**src/rtl/cgl_pkg.sv**
```systemverilog
`timescale 1ns / 1ps
`default_nettype none
// ----------------------------------------------------------------------------
// cgl_pkg: shared types and constants for the GLB chunk locator
// Header constants, byte classification codes, the queue entry that
// passes from front to back, and the result record.
// ----------------------------------------------------------------------------
package cgl_pkg;

	localparam logic [31:0] GLB_MAGIC    = 32'h4654_6C67;
	localparam logic [31:0] TYPE_JSON    = 32'h4E4F_534A;
	localparam logic [31:0] TYPE_BIN     = 32'h004E_4942;
	localparam logic [31:0] GLB_VERSION  = 32'd2;
	localparam logic [31:0] POS_MAGIC    = 32'd3;
	localparam logic [31:0] POS_VERSION  = 32'd7;
	localparam logic [31:0] POS_LENGTH   = 32'd11;
	localparam logic [31:0] HEADER_START = 32'd12;
	localparam logic [33:0] HEADER_BYTES = 34'd8;
	localparam logic [33:0] PAD_MASK     = 34'd3;

	// Byte count at which the first chunk header's type word completes
	localparam logic [33:0] FIRST_TYPE_AT = 34'd20;
	// Byte count at which the first chunk header's length word completes
	localparam logic [33:0] FIRST_LEN_AT  = 34'd16;

	typedef enum logic [2:0] {
		ERR_OK       = 3'd0,
		ERR_EMPTY    = 3'd1,
		ERR_VERSION  = 3'd2,
		ERR_DECLARED = 3'd3,
		ERR_OVERRUN  = 3'd4,
		ERR_NO_JSON  = 3'd5
	} err_t;

	// Role of the byte that completes a word, by its file position
	typedef enum logic [2:0] {
		KIND_LEAD    = 3'd0,
		KIND_MAGIC   = 3'd1,
		KIND_VERSION = 3'd2,
		KIND_LENGTH  = 3'd3,
		KIND_BODY    = 3'd4
	} kind_t;

	typedef struct packed {
		logic [31:0] count;     // bytes seen including this one, saturating
		logic [31:0] word;      // last four bytes, little-endian
		kind_t       kind;
		logic        has_byte;
		logic        last;
	} entry_t;

	typedef struct packed {
		logic        container;
		logic [2:0]  error;
		logic [31:0] json_offset;
		logic [31:0] json_length;
		logic        bin_present;
		logic [31:0] bin_offset;
		logic [31:0] bin_length;
	} result_t;

endpackage
`default_nettype wire

```
**src/rtl/cgl_front.sv**
```systemverilog
`timescale 1ns / 1ps
`default_nettype none
// ----------------------------------------------------------------------------
// cgl_front: byte intake and classification
// Counts file bytes, assembles the little-endian word and tags each byte
// with its role in the container header before queueing it.
// ----------------------------------------------------------------------------
module cgl_front (
	input  wire logic           clk,
	input  wire logic           arst_n,
	input  wire logic           take,
	input  wire logic [7:0]     data_byte,
	input  wire logic           has_byte,
	input  wire logic           last,
	output logic                enq,
	output cgl_pkg::entry_t     enq_data
);

	logic [31:0] count_q;
	logic [31:0] word_q;
	logic [31:0] count_n;
	logic [31:0] word_n;
	cgl_pkg::kind_t kind;

	// Advance the saturating count and shift in the new byte
	always_comb begin
		count_n = (count_q == 32'hFFFF_FFFF) ? count_q : count_q + 32'd1;
		word_n  = {data_byte, word_q[31:8]};
	end

	// Classify the byte by its position before this byte
	always_comb begin
		priority if (!has_byte)                         kind = cgl_pkg::KIND_LEAD;
		else if (count_q == cgl_pkg::POS_MAGIC)         kind = cgl_pkg::KIND_MAGIC;
		else if (count_q == cgl_pkg::POS_VERSION)       kind = cgl_pkg::KIND_VERSION;
		else if (count_q == cgl_pkg::POS_LENGTH)        kind = cgl_pkg::KIND_LENGTH;
		else if (count_q >= cgl_pkg::HEADER_START)      kind = cgl_pkg::KIND_BODY;
		else                                            kind = cgl_pkg::KIND_LEAD;
	end

	// Queue real bytes and end markers; drop bare idle transactions
	always_comb begin
		enq               = take && (has_byte || last);
		enq_data.count    = has_byte ? count_n : count_q;
		enq_data.word     = word_n;
		enq_data.kind     = kind;
		enq_data.has_byte = has_byte;
		enq_data.last     = last;
	end

	// Hold position state; restart at end of file
	always_ff @(posedge clk or negedge arst_n) begin
		if (!arst_n) begin
			count_q <= '0;
			word_q  <= '0;
		end else if (take) begin
			if (last) begin
				count_q <= '0;
				word_q  <= '0;
			end else if (has_byte) begin
				count_q <= count_n;
				word_q  <= word_n;
			end
		end
	end

endmodule
`default_nettype wire

```
**src/rtl/cgl_queue.sv**
```systemverilog
`timescale 1ns / 1ps
`default_nettype none
// ----------------------------------------------------------------------------
// cgl_queue: short queue between front and back
// Register-based FIFO of classified bytes; lets either side stall alone.
// ----------------------------------------------------------------------------
module cgl_queue #(
	parameter int DEPTH = 4
) (
	input  wire logic            clk,
	input  wire logic            arst_n,
	input  wire logic            enq,
	input  wire cgl_pkg::entry_t enq_data,
	input  wire logic            deq,
	output logic                 full,
	output logic                 empty,
	output cgl_pkg::entry_t      head
);

	localparam int AW = (DEPTH > 1) ? $clog2(DEPTH) : 1;
	localparam int CW = $clog2(DEPTH + 1);
	localparam logic [AW-1:0] LAST_SLOT = AW'(DEPTH - 1);

	cgl_pkg::entry_t mem_q [DEPTH];
	logic [AW-1:0]   wr_ptr_q;
	logic [AW-1:0]   rd_ptr_q;
	logic [CW-1:0]   fill_q;

	assign full  = (fill_q == CW'(DEPTH));
	assign empty = (fill_q == '0);
	assign head  = mem_q[rd_ptr_q];

	// Store incoming transactions
	always_ff @(posedge clk) begin
		if (enq) begin
			mem_q[wr_ptr_q] <= enq_data;
		end
	end

	// Advance pointers and track fill level
	always_ff @(posedge clk or negedge arst_n) begin
		if (!arst_n) begin
			wr_ptr_q <= '0;
			rd_ptr_q <= '0;
			fill_q   <= '0;
		end else begin
			if (enq) begin
				wr_ptr_q <= (wr_ptr_q == LAST_SLOT) ? '0 : wr_ptr_q + AW'(1);
			end
			if (deq) begin
				rd_ptr_q <= (rd_ptr_q == LAST_SLOT) ? '0 : rd_ptr_q + AW'(1);
			end
			if (enq && !deq) begin
				fill_q <= fill_q + CW'(1);
			end else if (!enq && deq) begin
				fill_q <= fill_q - CW'(1);
			end
		end
	end

endmodule
`default_nettype wire

```
**src/rtl/cgl_back.sv**
```systemverilog
`timescale 1ns / 1ps
`default_nettype none
// ----------------------------------------------------------------------------
// cgl_back: header checks, chunk walk and result register
// Consumes one classified byte per cycle while the queue is not empty,
// holding an end of file until the previous result is popped; follows
// the chunk headers and forms the end-of-file result in a one-deep register.
module cgl_back (
	input  wire logic            clk,
	input  wire logic            arst_n,
	input  wire logic            q_empty,
	input  wire cgl_pkg::entry_t head,
	output logic                 deq,
	input  wire logic            pop,
	output logic                 out_valid,
	output cgl_pkg::result_t     result
);

	// Control state
	logic        magic_q, vbad_q, stop_q, ovr_q, jfound_q, bfound_q, out_valid_q;
	logic [33:0] type_at_q;   // count when the current header's type word completes
	logic [33:0] len_at_q;    // count when its length word completes
	// Payload state
	logic [31:0] decl_q, plen_q, room_q;
	logic [31:0] joff_q, jlen_q, boff_q, blen_q;
	logic [33:0] ntype_at_q, nlen_at_q;
	cgl_pkg::result_t out_q;

	// Next-state values
	logic        magic_n, vbad_n, stop_n, ovr_n, jfound_n, bfound_n;
	logic [31:0] decl_n, joff_n, jlen_n, boff_n, blen_n;
	logic [33:0] type_at_n, len_at_n;
	logic        walk, is_len, is_type, overrun;
	logic [33:0] count_w, rnd_len, chunk_end;
	cgl_pkg::result_t res;

	// Take a byte unless a result would have nowhere to go
	assign deq       = !q_empty && (!head.last || !out_valid_q || pop);
	assign out_valid = out_valid_q;
	assign result    = out_q;

	// Locate header words of the current chunk
	always_comb begin
		count_w   = {2'b00, head.count};
		walk      = head.has_byte && (head.kind == cgl_pkg::KIND_BODY) && magic_q &&
		            !stop_q && (type_at_q <= {2'b00, decl_q});
		is_len    = walk && (count_w == len_at_q);
		is_type   = walk && (count_w == type_at_q);
		overrun   = plen_q > room_q;
		rnd_len   = ({2'b00, head.word} + cgl_pkg::PAD_MASK) & ~cgl_pkg::PAD_MASK;
		chunk_end = type_at_q + rnd_len;
	end

	// Apply this byte to the container state
	always_comb begin
		magic_n   = magic_q;
		vbad_n    = vbad_q;
		decl_n    = decl_q;
		stop_n    = stop_q;
		ovr_n     = ovr_q;
		jfound_n  = jfound_q;
		bfound_n  = bfound_q;
		joff_n    = joff_q;
		jlen_n    = jlen_q;
		boff_n    = boff_q;
		blen_n    = blen_q;
		type_at_n = type_at_q;
		len_at_n  = len_at_q;
		if (head.has_byte) begin
			unique case (head.kind)
				cgl_pkg::KIND_MAGIC:   magic_n = (head.word == cgl_pkg::GLB_MAGIC);
				cgl_pkg::KIND_VERSION: vbad_n  = (head.word != cgl_pkg::GLB_VERSION);
				cgl_pkg::KIND_LENGTH:  decl_n  = head.word;
				default: ;
			endcase
		end
		if (is_type) begin
			if (overrun) begin
				ovr_n  = 1'b1;
				stop_n = 1'b1;
			end else begin
				if (head.word == cgl_pkg::TYPE_JSON && !jfound_q) begin
					jfound_n = 1'b1;
					joff_n   = type_at_q[31:0];
					jlen_n   = plen_q;
				end else if (head.word == cgl_pkg::TYPE_BIN && !bfound_q) begin
					bfound_n = 1'b1;
					boff_n   = type_at_q[31:0];
					blen_n   = plen_q;
				end
				type_at_n = ntype_at_q;
				len_at_n  = nlen_at_q;
			end
		end
	end

	// Form the end-of-file result; errors in check order
	always_comb begin
		res = '0;
		if (head.count == '0) begin
			res.error = cgl_pkg::ERR_EMPTY;
		end else if (head.count >= cgl_pkg::HEADER_START && magic_n) begin
			res.container = 1'b1;
			priority if (vbad_n)            res.error = cgl_pkg::ERR_VERSION;
			else if (decl_n > head.count)   res.error = cgl_pkg::ERR_DECLARED;
			else if (ovr_n)                 res.error = cgl_pkg::ERR_OVERRUN;
			else if (!jfound_n)             res.error = cgl_pkg::ERR_NO_JSON;
			else begin
				res.error       = cgl_pkg::ERR_OK;
				res.json_offset = joff_n;
				res.json_length = jlen_n;
				if (bfound_n) begin
					res.bin_present = 1'b1;
					res.bin_offset  = boff_n;
					res.bin_length  = blen_n;
				end
			end
		end else begin
			res.error       = cgl_pkg::ERR_OK;
			res.json_length = head.count;
		end
	end

	// Hold payload: header words, chunk bookkeeping, found places
	always_ff @(posedge clk) begin
		if (deq) begin
			decl_q <= decl_n;
			joff_q <= joff_n;
			jlen_q <= jlen_n;
			boff_q <= boff_n;
			blen_q <= blen_n;
			if (is_len) begin
				plen_q     <= head.word;
				room_q     <= decl_q - type_at_q[31:0];
				ntype_at_q <= chunk_end + cgl_pkg::HEADER_BYTES;
				nlen_at_q  <= chunk_end + (cgl_pkg::HEADER_BYTES - 34'd4);
			end
			if (head.last) begin
				out_q <= res;
			end
		end
	end

	// Advance control state; return to reset values after a result
	always_ff @(posedge clk or negedge arst_n) begin
		if (!arst_n) begin
			magic_q     <= 1'b0;
			vbad_q      <= 1'b0;
			stop_q      <= 1'b0;
			ovr_q       <= 1'b0;
			jfound_q    <= 1'b0;
			bfound_q    <= 1'b0;
			type_at_q   <= cgl_pkg::FIRST_TYPE_AT;
			len_at_q    <= cgl_pkg::FIRST_LEN_AT;
			out_valid_q <= 1'b0;
		end else begin
			if (deq) begin
				if (head.last) begin
					magic_q   <= 1'b0;
					vbad_q    <= 1'b0;
					stop_q    <= 1'b0;
					ovr_q     <= 1'b0;
					jfound_q  <= 1'b0;
					bfound_q  <= 1'b0;
					type_at_q <= cgl_pkg::FIRST_TYPE_AT;
					len_at_q  <= cgl_pkg::FIRST_LEN_AT;
				end else begin
					magic_q   <= magic_n;
					vbad_q    <= vbad_n;
					stop_q    <= stop_n;
					ovr_q     <= ovr_n;
					jfound_q  <= jfound_n;
					bfound_q  <= bfound_n;
					type_at_q <= type_at_n;
					len_at_q  <= len_at_n;
				end
			end
			if (deq && head.last) begin
				out_valid_q <= 1'b1;
			end else if (pop) begin
				out_valid_q <= 1'b0;
			end
		end
	end

endmodule
`default_nettype wire

```
**src/rtl/glb_container_chunk_locator.sv**
```systemverilog
`timescale 1ns / 1ps
`default_nettype none
// ----------------------------------------------------------------------------
// glb_container_chunk_locator: GLB container and chunk locator
// Reads a model file byte by byte and reports at end of file whether it is
// a GLB container, any error, and where the JSON and BIN chunks lie.
// ----------------------------------------------------------------------------
// Usage
//   Input queue: drive data_byte/has_byte/last with push; a transaction is
//   taken on a clock edge with push high and full low. has_byte low with
//   last low is ignored; last high ends the file (with or without a byte).
//   Result queue: while empty is low the result ports hold the file's
//   result; pop high on a clock edge takes it.
//   Throughput: one byte per cycle, set by the back end, which consumes one
//   queued byte per cycle except while it holds an end of file (see Stall).
//   Result path: the front enqueues the end-of-file transaction on the
//   accepting edge; the back end then registers the result from the queue.
//   Stall: while a result waits, the back end keeps consuming bytes of the
//   next file; it holds at the next end of file until the result is popped,
//   and full rises once the QUEUE_DEPTH-entry queue fills behind it.
//   Reset: arst_n clears queue pointers, result valid flag, front count, back
//   control state; no clearing pass follows, bytes go in on the first cycle.
// ----------------------------------------------------------------------------
module glb_container_chunk_locator #(
	parameter int QUEUE_DEPTH = 4
) (
	input  wire logic        clk,
	input  wire logic        arst_n,
	input  wire logic        push,
	output logic             full,
	input  wire logic [7:0]  data_byte,
	input  wire logic        has_byte,
	input  wire logic        last,
	output logic             empty,
	input  wire logic        pop,
	output logic             container,
	output logic [2:0]       error,
	output logic [31:0]      json_offset,
	output logic [31:0]      json_length,
	output logic             bin_present,
	output logic [31:0]      bin_offset,
	output logic [31:0]      bin_length
);

	logic             take;
	logic             enq;
	logic             deq;
	logic             q_empty;
	logic             out_valid;
	cgl_pkg::entry_t  enq_data;
	cgl_pkg::entry_t  head;
	cgl_pkg::result_t result;

	assign take = push && !full;

	// Front: count, assemble and classify bytes
	cgl_front u_front (
		.clk       (clk),
		.arst_n    (arst_n),
		.take      (take),
		.data_byte (data_byte),
		.has_byte  (has_byte),
		.last      (last),
		.enq       (enq),
		.enq_data  (enq_data)
	);

	// Queue between front and back
	cgl_queue #(
		.DEPTH (QUEUE_DEPTH)
	) u_queue (
		.clk      (clk),
		.arst_n   (arst_n),
		.enq      (enq),
		.enq_data (enq_data),
		.deq      (deq),
		.full     (full),
		.empty    (q_empty),
		.head     (head)
	);

	// Back: header checks, chunk walk, result register
	cgl_back u_back (
		.clk       (clk),
		.arst_n    (arst_n),
		.q_empty   (q_empty),
		.head      (head),
		.deq       (deq),
		.pop       (pop),
		.out_valid (out_valid),
		.result    (result)
	);

	// Present the waiting result
	assign empty       = !out_valid;
	assign container   = result.container;
	assign error       = result.error;
	assign json_offset = result.json_offset;
	assign json_length = result.json_length;
	assign bin_present = result.bin_present;
	assign bin_offset  = result.bin_offset;
	assign bin_length  = result.bin_length;

endmodule
`default_nettype wire

```
**config.mk**
```make
export PLATFORM = sky130hd
export DESIGN_NAME = glb_container_chunk_locator
export DESIGN_NICKNAME = d
export VERILOG_FILES = /design/src/rtl/cgl_pkg.sv /design/src/rtl/cgl_front.sv /design/src/rtl/cgl_queue.sv /design/src/rtl/cgl_back.sv /design/src/rtl/glb_container_chunk_locator.sv
export SDC_FILE = /design/constraint.sdc
export NUM_CORES = 1
export LEC_CHECK = 0
export BUFFER_PORTS_ARGS = -buffer_cell sky130_fd_sc_hd__buf_2
export CAP_MARGIN = 20
export CORE_MARGIN = 4
export CORE_UTILIZATION = 60
export CTS_BUF_LIST = sky130_fd_sc_hd__clkbuf_8
export CTS_CLUSTER_DIAMETER = 80
export DETAILED_ROUTE_END_ITERATION = 12
export PLACE_DENSITY = 0.87
export SKIP_LAST_GASP = 1
export SYNTH_ARGS = -nofsm -noshare
export SYNTH_HDL_FRONTEND = slang
export SYNTH_SLANG_ARGS = --single-unit
```
**constraint.sdc**
```tcl
create_clock -name clk -period 25.8 [get_ports clk]
set_input_delay 3.87 -clock clk [delete_from_list [all_inputs] [get_ports clk]]
set_output_delay 3.87 -clock clk [all_outputs]
set_load 0.03 [all_outputs]
```
==> Implementation_results.wiki <==
{| class="wikitable"
! Metric !! Value
|-
| Longest Clk Path Bufs || 3
|-
| Worst EP required || about 26 ns
|-
| Combined area of all synthesized cells || between 40000 and 50000 um^2
|-
| Startpoint of the most critical hold path || u_back.nlen_at_q[12]
|-
| Kind of end point of the critical path || register
|-
| Filler cell count in the final layout || between 4000 and 5000
|-
| Fraction of post-synthesis cell area in the top cell type by area || 0.510
|-
| Number of warning messages in the yosys log || 0
|-
| Count of cells along the worst hold path || 1
|-
| Avg WL per Cell || ~26 um
|-
| Max-cap viol count || 0
|-
| Detailed Place HPWL || between 70000 and 80000 um
|-
| Clock slew at reported path FFs || ~0.060 ns
|-
| Mean post-synth cell area || around 14 um^2
|-
| Worst EP arrival || a little over 8 ns
|-
| Number of buffers inserted for hold repair after clock tree synthesis || 0
|-
| Site Rows || 95
|-
| Total global routing overflow || 0
|-
| Largest net degree at the start of global routing || between 90 and 100
|-
| Synthesized netlist cell count || between 3000 and 4000
|-
| Relative slew slack || 0.233
|-
| Top achievable clock speed || ~130 MHz
|-
| Async SR Flop Fraction || 0.163
|-
| Global-route wire length before repair || around 160000 um
|-
| Starting density of the core || 0.609
|-
| Layout overhead on the synthesized area || 9.97%
|-
| Clock tree from TritonCTS || yes
|-
| Largest fanout of any net on the critical path || 40
|-
| Die H || around 270 um
|-
| Setup Skew || ~0.066 ns
|-
| Resized Gates After CTS || 0
|-
| Count of final hold-check violations || 0
|-
| Biggest area contributors in the synthesized netlist || edfxtp_1 (51%), dfrtp_1 (8.1%), ha_1 (5.1%)
|-
| Antenna-violating nets left || 0
|-
| Post-synth top cells || edfxtp_1 (699), inv_1 (206), ha_1 (168)
|-
| Share of final-layout standard cells stronger than drive strength 1 || 0.185
|-
| Net count reported at finish || roughly 3400
|-
| Util after Layout || 0.669
|-
| Number of synthesized flops with an enable pin || approximately 700
|-
| Overall via count from detail_route || ~27000
|-
| Antenna violations before repair || 2
|-
| Reg2Reg Capture Point || u_back.ntype_at_q[30]
|-
| First drt pass iteration count || 9
|-
| Portion of the post-synthesis area used by sequential elements || 0.593
|-
| Power density over the cells || 121 nW/um^2
|-
| Result of the run || finished, final reports clean
|-
| Setup_tns || 0 ns
|-
| Minimum period implied by the final worst setup slack || around 7.6 ns
|-
| Number of nets produced by synthesis || around 3200
|-
| Cell area after layout || 45300 um^2
|-
| R2r startpoint || u_queue.rd_ptr_q[1]
|-
| Number of register bits inferred by synthesis || around 840
|-
| Number of failing setup endpoints in the final timing report || 0
|-
| Clock latency of the later-clocked register in the worst-skew pair || just over 0.8 ns
|-
| Ratio of final minimum period to clock period || 0.293
|-
| DRC violations left || 0
|-
| WHS Endpoint || u_back.len_at_q[12]
|-
| Library cell with the largest summed area after synthesis || edfxtp_1
|-
| Worst Reg-to-Reg Cells || 19
|-
| Master cell of the clock root buffer || clkbuf_8
|-
| Chip width || approximately 270 um
|-
| Minimum setup slack among reg-to-reg paths || 18.23 ns
|-
| Pin slew with the least headroom to its limit || between 1 and 1.5 ns
|-
| Number of buffers created by CTS || roughly 140
|-
| Placed Area || 42600 um^2
|-
| I/O Buffers || 148
|-
| Worst min path class || register to register
|-
| Average via count per standard cell || approximately 6.4
|-
| Main synth FF type || edfxtp_1
|-
| DRC marker count from the first detailed-route iteration || about 3100
|-
| Count of final max-slew check failures || 0
|-
| Total global-route track usage || 0.294
|-
| Clock tree sinks || approximately 840
|-
| RSZ-0062 raised after global routing || false
|-
| Category of the critical setup timing path || register to register
|-
| Number of H-tree levels || 4
|-
| Via count of the first global-routing pass || between 20000 and 30000
|-
| Full die area || roughly 73000 um^2
|-
| Most numerous cell in the Yosys netlist || edfxtp_1
|-
| Count of unique library cells instantiated by Yosys || 83
|-
| Final wirelength || ~110000 um
|-
| Startpoint type of the worst setup path || register
|-
| I/O pin total || about 150
|-
| Final GP Congestion || ~1.0
|-
| Max IR drop VDD || between 0.00006 and 0.00007 V
|-
| Reported leakage power || ~0.018 uW
|-
| Post-CTS Repair Setup Buffers || 0
|-
| Core ar. || between 60000 and 70000 um^2
|}
[power breakdown]
group / switching [uW] / total (uW) / internal (uW) / leakage (uW)
logic: 1480 / 2270 / 786 / 0.00766
clock network: 548 / 1120 / 573 / 0.00150
registers: 149 / 2110 / 1960 / 0.00861
[critical path, cell delays in order, from the launching register on]
cell     delay (ns)
dfrtp_2        0.97
buf_4          0.57
mux4_1         0.39
o21a_1         0.26
nand4_1        0.17
nor2_1         0.34
nand4_1        0.28
nor2_1         0.42
nand2_1        0.13
xnor2_1        0.16
ha_1           0.50
nand2_1        0.18
nor3_1         0.28
nand2_1        0.08
o21ai_0        0.56
xnor2_1        0.36
or4_1          0.63
nor3_1         0.58
nand4_1        0.21
xnor2_1        0.17
[cells in the final DEF, fill, tap and decap left out, types with 21 or more instances in the layout]
master	count
edfxtp_1	699
inv_1	247
ha_1	168
xnor2_1	150
buf_2	147
nand2_1	143
clkbuf_8	139
dfrtp_1	131
nor2_1	120
nor2b_1	111
a22o_1	95
a21oi_1	94
mux2_2	81
o21ai_0	80
mux2i_1	73
xor2_1	67
a21o_1	58
mux2_4	55
nand4_1	54
nand3_1	53
nor3_1	51
mux4_2	45
buf_4	31
nor4_1	30
o22ai_2	24
and3_1	23
clkinv_1	21
[worst max path at each step]
stage	start	to	cells after the start
6_report	u_queue.rd_ptr_q[1]	u_back.ntype_at_q[30]	19
5_1_grt	u_queue.rd_ptr_q[1]	u_back.nlen_at_q[31]	19
4_1_cts	u_queue.rd_ptr_q[1]	u_back.nlen_at_q[31]	19
3_5_place_dp	u_queue.rd_ptr_q[1]	u_back.nlen_at_q[31]	19
3_3_place_gp	push	u_queue.mem_q[0][62]	6
2_1_floorplan	pop	u_back.nlen_at_q[0]	7
[cell families after synthesis]
logic type      share of synthesized area
flops                               0.593
simple gates                       0.0903
compound gates                     0.0875
buf+inv                            0.0359
mux                                0.0951
xor+xnor                           0.0462
fa+ha+maj                          0.0525
[registers in the layout, summed over array words and instances (netlist names), 2 cells and up]
| register | flops |
|---|---|
| u_queue.mem_q | 276 |
| u_back.result | 133 |
| u_back.len_at_q | 34 |
| u_back.nlen_at_q | 34 |
| u_back.blen_q | 32 |
| u_back.boff_q | 32 |
| u_back.decl_q | 32 |
| u_back.jlen_q | 32 |
| u_back.joff_q | 32 |
| u_back.ntype_at_q | 32 |
| u_back.plen_q | 32 |
| u_back.room_q | 32 |
| u_back.type_at_q | 32 |
| u_front.count_q | 32 |
| u_front.word_q | 24 |
| u_queue.fill_q | 3 |
| u_queue.rd_ptr_q | 2 |
| u_queue.wr_ptr_q | 2 |
[routing by layer]
metal,vias to the layer above,global-route usage,wire length (um)
met5,-,0,12
li1,11734,-,-
met3,388,0.0743,10800
met2,1551,0.451,49600
met1,13313,0.385,40900
met4,2,0.169,7120
[area by class of cell]
class	count	area, um^2	area share
Antenna cell	3	7.51	0.000166
Multi-Input combinational cell	1859	15400	0.339
Tap cell	873	1090	0.0241
Sequential cell	835	24400	0.539
Clock buffer	139	1910	0.0423
Timing Repair Buffer	180	1000	0.0221
Clock inverter	107	718	0.0159
Inverter	207	787	0.0174
[through the flow]
step	setup slack [ns]	hold slack (ns)	power [uW]	std cells
final	18.23	0.449	5500	4203
after global routing	17.64	0.461	5740	4201
after floorplan	11.41	0.443	3680	3021
after CTS	18.38	0.449	5460	4199
after detailed placement	18.42	0.448	4310	3953
after global placement	18.55	0.445	4250	3953
No activity file was read; power rests on OpenSTA's default activity.
